### src/design/ilist_pkg.sv
// Shared types and constants for the indexed list block.
// Command and status codes, cell control struct, FSM states, field widths.
// No dependencies.
package ilist_pkg;

	localparam int DEPTH_DEF = 16;
	localparam int CHUNK_W   = 8;

	localparam int CMD_W    = 3;
	localparam int WORD_W   = 32;
	localparam int POS_W    = 4;
	localparam int FOUND_W  = 5;
	localparam int STATUS_W = 2;
	localparam int COUNT_W  = 5;

	localparam logic [CMD_W-1:0] CMD_APPEND = 3'd0;
	localparam logic [CMD_W-1:0] CMD_INSERT = 3'd1;
	localparam logic [CMD_W-1:0] CMD_DELETE = 3'd2;
	localparam logic [CMD_W-1:0] CMD_READ   = 3'd3;
	localparam logic [CMD_W-1:0] CMD_SEARCH = 3'd4;

	localparam logic [STATUS_W-1:0] STAT_DONE  = 2'd0;
	localparam logic [STATUS_W-1:0] STAT_FULL  = 2'd1;
	localparam logic [STATUS_W-1:0] STAT_BADIX = 2'd2;

	localparam logic [FOUND_W-1:0] NO_MATCH = 5'h1f;

	typedef enum logic [2:0] {
		CELL_HOLD,
		CELL_LOAD,
		CELL_LEFT,
		CELL_RIGHT,
		CELL_CLEAR
	} cell_op_t;

	typedef struct packed {
		cell_op_t op;
	} cell_ctl_t;

	typedef enum logic {
		ST_IDLE,
		ST_SCAN
	} state_t;

endpackage

### src/design/ilist_cmd_if.sv
// Command channel: valid/ready handshake carrying command, value, position.
// Depends on ilist_pkg for field widths.
interface ilist_cmd_if import ilist_pkg::*; ();
	logic                     valid;
	logic                     ready;
	logic [CMD_W-1:0]         command;
	logic signed [WORD_W-1:0] value;
	logic [POS_W-1:0]         position;

	modport source (output valid, output command, output value, output position, input ready);
	modport sink   (input valid, input command, input value, input position, output ready);
endinterface

### src/design/ilist_res_if.sv
// Result channel: valid/ready handshake carrying read_word, found_at, status, count.
// Depends on ilist_pkg for field widths.
interface ilist_res_if import ilist_pkg::*; ();
	logic                      valid;
	logic                      ready;
	logic signed [WORD_W-1:0]  read_word;
	logic signed [FOUND_W-1:0] found_at;
	logic [STATUS_W-1:0]       status;
	logic [COUNT_W-1:0]        count;

	modport source (output valid, output read_word, output found_at, output status,
		output count, input ready);
	modport sink   (input valid, input read_word, input found_at, input status,
		input count, output ready);
endinterface

### src/design/ilist_cell.sv
// One list slot: holds a word, shifts from either neighbour, compares with the key.
// Depends on ilist_pkg for the cell control struct.
module ilist_cell import ilist_pkg::*; (
	input  logic              clk,
	input  logic              arst_n,
	input  cell_ctl_t         ctl,
	input  logic [WORD_W-1:0] load_word,
	input  logic [WORD_W-1:0] left_word,
	input  logic [WORD_W-1:0] right_word,
	input  logic [WORD_W-1:0] key,
	output logic [WORD_W-1:0] word,
	output logic              match
);

	logic [WORD_W-1:0] word_q;

	always_ff @(posedge clk or negedge arst_n) begin
		if (!arst_n) begin
			word_q <= '0;
		end else begin
			case (ctl.op)
				CELL_LOAD:  word_q <= load_word;
				CELL_LEFT:  word_q <= left_word;
				CELL_RIGHT: word_q <= right_word;
				CELL_CLEAR: word_q <= '0;
				default:    word_q <= word_q;
			endcase
		end
	end

	assign word  = word_q;
	assign match = (word_q == key);

endmodule

### src/design/indexed_list_insert_delete_search.sv
// Top level of the indexed list: row of slot cells, command decode, search scan, result register.
// Depends on ilist_pkg, ilist_cmd_if, ilist_res_if and ilist_cell.
//
//  channel | modport | beat carries
//  --------+---------+-------------------------------------------
//  cmd     | sink    | command, value, position
//  res     | source  | read_word, found_at, status, count
//
// Append, insert, delete, read and unknown codes finish without a scan: the cells shift
// in the cycle of acceptance and the result register loads at the same edge.
// Search goes through a scan state: match bits are latched at acceptance
// and a scanner walks them eight per cycle, stopping at the first hit.
// Reset zeroes every cell and the count. A stalled result holds the next command off.
module indexed_list_insert_delete_search import ilist_pkg::*; #(
	parameter int DEPTH = DEPTH_DEF
) (
	input  logic     clk,
	input  logic     arst_n,
	ilist_cmd_if.sink   cmd,
	ilist_res_if.source res
);

	localparam int UW  = $clog2(DEPTH + 1);
	localparam int CW  = (UW > POS_W) ? UW : POS_W;
	localparam int RN  = (DEPTH < (1 << POS_W)) ? DEPTH : (1 << POS_W);
	localparam int NCH = (DEPTH + CHUNK_W - 1) / CHUNK_W;
	localparam int SCW = (NCH > 1) ? $clog2(NCH) : 1;
	localparam int LW  = $clog2(CHUNK_W);

	state_t state_q, state_d;

	logic [UW-1:0]         used_q;
	logic [NCH*CHUNK_W-1:0] match_q;
	logic [SCW-1:0]        scan_q;

	logic                  out_v_q;
	logic [WORD_W-1:0]     rd_q;
	logic [FOUND_W-1:0]    found_q;
	logic [STATUS_W-1:0]   status_q;
	logic [COUNT_W-1:0]    count_q;

	logic                  in_fire;
	logic                  in_rdy;
	logic                  scan_hit;
	logic                  scan_last;
	logic                  scan_done;
	logic [LW-1:0]         hit_lsb;
	logic [CHUNK_W-1:0]    chunk;

	logic [CW-1:0]         used_ext;
	logic [CW-1:0]         pos_ext;
	logic                  full;
	logic                  pos_ok;
	logic                  del_ok;

	logic [UW-1:0]         used_d;
	logic [STATUS_W-1:0]   status_d;
	logic [WORD_W-1:0]     rd_d;

	logic [WORD_W-1:0]     cell_word  [DEPTH];
	logic                  cell_match [DEPTH];
	cell_ctl_t             cell_ctl   [DEPTH];
	logic [NCH*CHUNK_W-1:0] match_d;

	assign used_ext = CW'(used_q);
	assign pos_ext  = CW'(cmd.position);
	assign full     = (used_q >= UW'(DEPTH));
	assign pos_ok   = (pos_ext < CW'(DEPTH));
	assign del_ok   = (pos_ext < used_ext);
	assign in_fire  = cmd.valid && in_rdy;

	// Slot row and per-slot control
	for (genvar i = 0; i < DEPTH; i++) begin : g_cell
		localparam logic [CW-1:0] IDX = CW'(i);
		logic [WORD_W-1:0] left_w;
		logic [WORD_W-1:0] right_w;

		if (i == 0) begin : g_l0
			assign left_w = '0;
		end else begin : g_ln
			assign left_w = cell_word[i-1];
		end
		if (i == DEPTH - 1) begin : g_rl
			assign right_w = '0;
		end else begin : g_rn
			assign right_w = cell_word[i+1];
		end

		always_comb begin
			cell_ctl[i].op = CELL_HOLD;
			if (in_fire) begin
				case (cmd.command)
					CMD_APPEND: begin
						if (!full && IDX == used_ext) cell_ctl[i].op = CELL_LOAD;
					end
					CMD_INSERT: begin
						if (!full && pos_ok) begin
							if (IDX == pos_ext) begin
								cell_ctl[i].op = CELL_LOAD;
							end else if (pos_ext < used_ext && IDX > pos_ext
								&& IDX <= used_ext) begin
								cell_ctl[i].op = CELL_LEFT;
							end
						end
					end
					CMD_DELETE: begin
						if (del_ok) begin
							if (IDX == used_ext - CW'(1)) begin
								cell_ctl[i].op = CELL_CLEAR;
							end else if (IDX >= pos_ext && IDX < used_ext - CW'(1)) begin
								cell_ctl[i].op = CELL_RIGHT;
							end
						end
					end
					default: cell_ctl[i].op = CELL_HOLD;
				endcase
			end
		end

		ilist_cell u_cell (
			.clk        (clk),
			.arst_n     (arst_n),
			.ctl        (cell_ctl[i]),
			.load_word  (cmd.value),
			.left_word  (left_w),
			.right_word (right_w),
			.key        (cmd.value),
			.word       (cell_word[i]),
			.match      (cell_match[i])
		);

		// only slots below the length take part in a search
		assign match_d[i] = cell_match[i] && (IDX < used_ext);
	end

	for (genvar j = DEPTH; j < NCH*CHUNK_W; j++) begin : g_pad
		assign match_d[j] = 1'b0;
	end

	// Count, status and read word for the accepted beat
	always_comb begin
		used_d   = used_q;
		status_d = STAT_DONE;
		rd_d     = '0;
		case (cmd.command)
			CMD_APPEND: begin
				if (full) status_d = STAT_FULL;
				else      used_d   = used_q + UW'(1);
			end
			CMD_INSERT: begin
				if (full) begin
					status_d = STAT_FULL;
				end else if (!pos_ok) begin
					status_d = STAT_BADIX;
				end else if (pos_ext >= used_ext) begin
					used_d = UW'(pos_ext + CW'(1));
				end else begin
					used_d = used_q + UW'(1);
				end
			end
			CMD_DELETE: begin
				if (!del_ok) status_d = STAT_BADIX;
				else         used_d   = used_q - UW'(1);
			end
			CMD_READ: begin
				if (!pos_ok) status_d = STAT_BADIX;
				for (int k = 0; k < RN; k++) begin
					if (cmd.position == POS_W'(k)) rd_d = cell_word[k];
				end
			end
			default: used_d = used_q;
		endcase
	end

	// Search scan over the latched match bits
	assign chunk     = match_q[scan_q*CHUNK_W +: CHUNK_W];
	assign scan_hit  = |chunk;
	assign scan_last = (scan_q == SCW'(NCH - 1));

	always_comb begin
		hit_lsb = '0;
		for (int b = CHUNK_W - 1; b >= 0; b--) begin
			if (chunk[b]) hit_lsb = LW'(b);
		end
	end

	// FSM next state
	always_comb begin
		state_d = state_q;
		case (state_q)
			ST_IDLE: if (in_fire && cmd.command == CMD_SEARCH) state_d = ST_SCAN;
			ST_SCAN: if (scan_hit || scan_last) state_d = ST_IDLE;
			default: state_d = ST_IDLE;
		endcase
	end

	// FSM outputs
	always_comb begin
		in_rdy    = 1'b0;
		scan_done = 1'b0;
		case (state_q)
			ST_IDLE: in_rdy    = !out_v_q || res.ready;
			ST_SCAN: scan_done = scan_hit || scan_last;
			default: in_rdy    = 1'b0;
		endcase
	end

	always_ff @(posedge clk or negedge arst_n) begin
		if (!arst_n) begin
			state_q <= ST_IDLE;
			used_q  <= '0;
			scan_q  <= '0;
			out_v_q <= 1'b0;
		end else begin
			state_q <= state_d;
			if (in_fire) used_q <= used_d;
			if (in_fire) scan_q <= '0;
			else if (state_q == ST_SCAN && !scan_done) scan_q <= scan_q + SCW'(1);
			if ((in_fire && cmd.command != CMD_SEARCH) || scan_done) out_v_q <= 1'b1;
			else if (res.ready) out_v_q <= 1'b0;
		end
	end

	always_ff @(posedge clk) begin
		if (in_fire) match_q <= match_d;
		if (in_fire && cmd.command != CMD_SEARCH) begin
			rd_q     <= rd_d;
			found_q  <= NO_MATCH;
			status_q <= status_d;
			count_q  <= COUNT_W'(used_d);
		end else if (scan_done) begin
			rd_q     <= '0;
			found_q  <= scan_hit ? FOUND_W'({scan_q, hit_lsb}) : NO_MATCH;
			status_q <= STAT_DONE;
			count_q  <= COUNT_W'(used_q);
		end
	end

	assign cmd.ready     = in_rdy;
	assign res.valid     = out_v_q;
	assign res.read_word = rd_q;
	assign res.found_at  = found_q;
	assign res.status    = status_q;
	assign res.count     = count_q;

endmodule
### src/flat_wrapper.sv
// flat-port wrapper written by rule: the top's interface ports become plain ports
module indexed_list_insert_delete_search_flat import ilist_pkg::*;
#(
	parameter int DEPTH = DEPTH_DEF
)
  (clk, arst_n, cmd_valid, cmd_command, cmd_value, cmd_position, cmd_ready, res_valid, res_read_word, res_found_at, res_status, res_count, res_ready);
  ilist_cmd_if cmd_i ();
  ilist_res_if res_i ();
  input  logic clk;
  input  logic arst_n;
  input wire logic [$bits(cmd_i.valid)-1:0] cmd_valid;
  input wire logic [$bits(cmd_i.command)-1:0] cmd_command;
  input wire logic [$bits(cmd_i.value)-1:0] cmd_value;
  input wire logic [$bits(cmd_i.position)-1:0] cmd_position;
  output wire logic [$bits(cmd_i.ready)-1:0] cmd_ready;
  output wire logic [$bits(res_i.valid)-1:0] res_valid;
  output wire logic [$bits(res_i.read_word)-1:0] res_read_word;
  output wire logic [$bits(res_i.found_at)-1:0] res_found_at;
  output wire logic [$bits(res_i.status)-1:0] res_status;
  output wire logic [$bits(res_i.count)-1:0] res_count;
  input wire logic [$bits(res_i.ready)-1:0] res_ready;
  assign cmd_i.valid = cmd_valid;
  assign cmd_i.command = cmd_command;
  assign cmd_i.value = cmd_value;
  assign cmd_i.position = cmd_position;
  assign cmd_ready = cmd_i.ready;
  assign res_valid = res_i.valid;
  assign res_read_word = res_i.read_word;
  assign res_found_at = res_i.found_at;
  assign res_status = res_i.status;
  assign res_count = res_i.count;
  assign res_i.ready = res_ready;
  indexed_list_insert_delete_search #(.DEPTH(DEPTH)) u_core (.clk(clk), .arst_n(arst_n), .cmd(cmd_i), .res(res_i));
endmodule
### config.mk
export PLATFORM = sky130hd
export DESIGN_NAME = indexed_list_insert_delete_search_flat
export DESIGN_NICKNAME = d
export VERILOG_FILES = /design/src/design/ilist_pkg.sv /design/src/design/ilist_cmd_if.sv /design/src/design/ilist_res_if.sv /design/src/design/ilist_cell.sv /design/src/design/indexed_list_insert_delete_search.sv /design/src/flat_wrapper.sv
export SDC_FILE = /design/constraint.sdc
export NUM_CORES = 2
export LEC_CHECK = 0
export BUFFER_PORTS_ARGS = -buffer_cell sky130_fd_sc_hd__buf_4
export CAP_MARGIN = 10
export CORE_MARGIN = 10
export CORE_UTILIZATION = 30
export DETAILED_ROUTE_END_ITERATION = 10
export HOLD_SLACK_MARGIN = 0.06
export PLACE_DENSITY = 0.56
export SLEW_MARGIN = 0
export SYNTH_ARGS = -nofsm -noshare
export SYNTH_HDL_FRONTEND = slang
export SYNTH_HIERARCHICAL = 1
export SYNTH_SLANG_ARGS = --single-unit
export TNS_END_PERCENT = 100
### constraint.sdc
create_clock -name clk -period 4.75 [get_ports clk]
set_clock_uncertainty 0.1 [all_clocks]
set_input_delay 0.2375 -clock clk [delete_from_list [all_inputs] [get_ports clk]]
set_output_delay 0.2375 -clock clk [all_outputs]
set_load 0.02 [all_outputs]
==> reports/metrics.yaml <==
timing:
  whs_ps: 96.1
  slew_viol_final: 0
  rsz0062_at_grt: "no"
  final-hold-violation-count: 0
  finalCriticalPeriod_ps: 4420
  tightestPinTransition_ps: 1300
  min_period_over_period_pct: 93.0
  slew_headroom_pct: 13.3
  fmax_mhz: 226
  setup_viol: 0
  setup_tns_ps: 0
placed_design:
  place_congestion: 0.943
  dp.cells: 7917
  portBuffers: 88
  placed_cell_area_um2: 58800
  dp_hpwl_um: 165000
grt:
  grt_max_degree: 115
  grt-ovfl-total: 0
  grt_pass1_vias: 48500
  grt_pass1_wl_um: 344000
  track_usage_pct: 21.9
  antenna_found_initial: 8
synthesis:
  ys_seq_elements: 580
  ys.flop_type: "dfrtp_1"
  synth_edf_count: 55
  synth_area_leaders: "dfrtp_1 (23%), a221oi_2 (13%), mux2i_1 (9.3%), a211oi_2 (9.0%), xor2_1 (8.1%)"
  synth_largest_area_cell: "dfrtp_1"
  ys_seq_area_share_pct: 26.6
  synthArstFlopShare_pct: 89.7
  syn_avg_cell_area_um2: 9.85
  synth_cells: 5643
  synth_top_area_share_pct: 23.4
  ys_types: 91
  yosys_warnings: 6
  synthesis.area_um2: 55600
clocking:
  cts_sinks: 580
  worstSkewPairLatency_ps: 720
  post_cts_buffers: 0
  cts_tree: "done"
  numCtsBuffers: 74
  clock_path_buffers: 3
  clk_pin_slew_ps: 60
  cts_root_buffer: "clkbuf_16"
  htree_levels: 3
run_status:
  status: "completed"
cells_and_area:
  areaGrowthSynthToFinish_pct: 11.0
  instances_no_fill: 8089
  nets: 5617
  fillers: 18700
  mostFrequentLayoutCells: "inv_1 (539), o21a_1 (539), dfrtp_1 (520)"
  final_cell_area_um2: 61700
  final_core_util_pct: 33.6
  layout-drive-gt1-share_pct: 24.9
critical_path:
  path_cells: "inv_1, ha_1, nand4b_1, a31o_2, and2_1, nand2_2, buf_4, o21ai_4, nor2_4, a211oi_1, a221oi_1"
  slowest_delay_ps: 1000
  crit_fanout: 32
  crit_slowest_cell: "nor2_4"
  end_kind: "register"
  required_ps: 5230
  start_kind: "register"
  cp_data_arrival_time_ps: 4890
  worstSetupPathType: "reg2reg"
die:
  die_h_um: 450
  die_area_um2: 203000
  core.rowCount: 157
  start_util_pct: 30.3
  core-area_um2: 184000
  die_w_um: 450
  ios: 89
min_path:
  hp-class: "in2reg"
route:
  vias: 48500
  vias_per_cell: 5.99
  ant_nets: 0
  wire_per_inst_um: 28.9
  wirelength_um: 234000
  drt_first_pass_iters: 6
  drcViolationCount: 0
  drtIter0Drc: 5187
run:
  maxCapViolations: 0
pwr:
  power_density_nw_per_um2: 460
  power_leakage_uw: 0.0233
  ir_worst_vdd_uv: 312
per-stage QoR:
| step | power [uW] | worst slack (ps) |
|---|---|---|
| after floorplan | 17200 | 1300 |
| after global placement | 21600 | 399 |
| after detailed placement | 21900 | 416 |
| after CTS | 28200 | 399 |
| after global routing | 29700 | 77.9 |
| final | 28400 | 331 |
routing by layer:
layer  share of wire (%)  GRT usage (%)  up-vias
met1                  40           27.1    24700
li1                    -              -    21100
met5                0.16           1.21        -
met4                 6.2           12.0        8
met3                 7.9           5.29      571
met2                  45           34.8     2152
cells in the mapped netlist (all sizes together), types with 13 or more instances:
library cell  instances
a311o                25
nand2               121
dfrtp               520
nor3                 45
ha                   13
o21a                540
mux2i               515
nor2b                55
clkbuf              112
nand3                37
o211ai               60
a221oi              545
nor2                157
o21ai               155
and3b                25
nand2b               33
and2                 22
a211oi              520
edfxtp               55
a21oi               238
xor2                513
inv                 539
o221ai               16
nand4                36
buf                 438
nor4                139
state kept, by name, indices dropped and copies added (netlist names):
name,cells
u_core/g_cell.u_cell/word,512
u_core/match_q,16
u_core/res.count,5
u_core/res.found_at,5
u_core/res.read_word,32
u_core/res.status,2
u_core/res.valid,1
u_core/scan_last,1
u_core/state_q,1
u_core/used_ext,5
critical path: cells and delay by family (launching register included):
kind                       cells  cell delay [ps]
AOI/OAI and AO/OA              4              880
adders and majority gates      1              370
buffers and inverters          2              550
DFF                            1              630
and+or+nand+nor                4             1750
final timing paths:
| kind | cells past startpoint | slack (ps) | to | start |
|---|---|---|---|---|
| worst max-delay path | 11 | 330 | u_core/g_cell[10].u_cell/word[22] | u_core/used_ext[1] |
| worst min-delay path | 3 | 100 | u_core/g_cell[15].u_cell/word[20] | cmd_value[20] |
| worst max register to register | 11 | 330 | u_core/g_cell[10].u_cell/word[22] | u_core/used_ext[1] |
| worst min register to register | 2 | 360 | u_core/res.found_at[4] | u_core/res.found_at[4] |
| max in group asynchronous | 4 | 2680 | u_core/g_cell[4].u_cell/word[11] | arst_n |
| min in group asynchronous | 3 | 570 | u_core/g_cell[5].u_cell/word[3] | arst_n |
area by class of cell:
class | count | area (um2) | share of cell area [%]
Timing Repair Buffer | 329 | 3000 | 4.86
Clock inverter | 26 | 447 | 0.724
Inverter | 542 | 2030 | 3.30
Antenna cell | 5 | 12.5 | 0.0203
Multi-Input combinational cell | 4034 | 36200 | 58.8
Sequential cell | 580 | 14800 | 23.9
Tap cell | 2464 | 3080 | 5.00
Clock buffer | 109 | 2100 | 3.40
repair_timing:
| item | CTS | global route |
|---|---|---|
| hold buffers | 32 | 0 |
| gates resized for setup | 0 | 0 |
| endpoints found under the hold margin | 562 | 0 |
| setup endpoints to repair | 0 | 0 |
where the power goes:
part | total (uW) | internal, uW | switching (uW)
Combinational | 9900 | 4630 | 5270
Clock | 6230 | 3670 | 2560
Sequential | 12300 | 6900 | 5370
logic make-up (layout without fill, tap and decap cells):
group	count (synthesis)	count (layout)	share of synthesized area (%)
multiplexers	516	516	9.30
AND/OR/NAND/NOR	713	713	7.03
adder cells (fa/ha/maj)	13	13	0.293
buffers and inverters	1092	1006	9.92
AO/OA/AOI/OAI	2209	2209	38.7
other	1	69	0.00675
flip-flops	580	580	26.6
XOR/XNOR	519	519	8.18
Note: power is estimated with default switching activity, not from simulation.
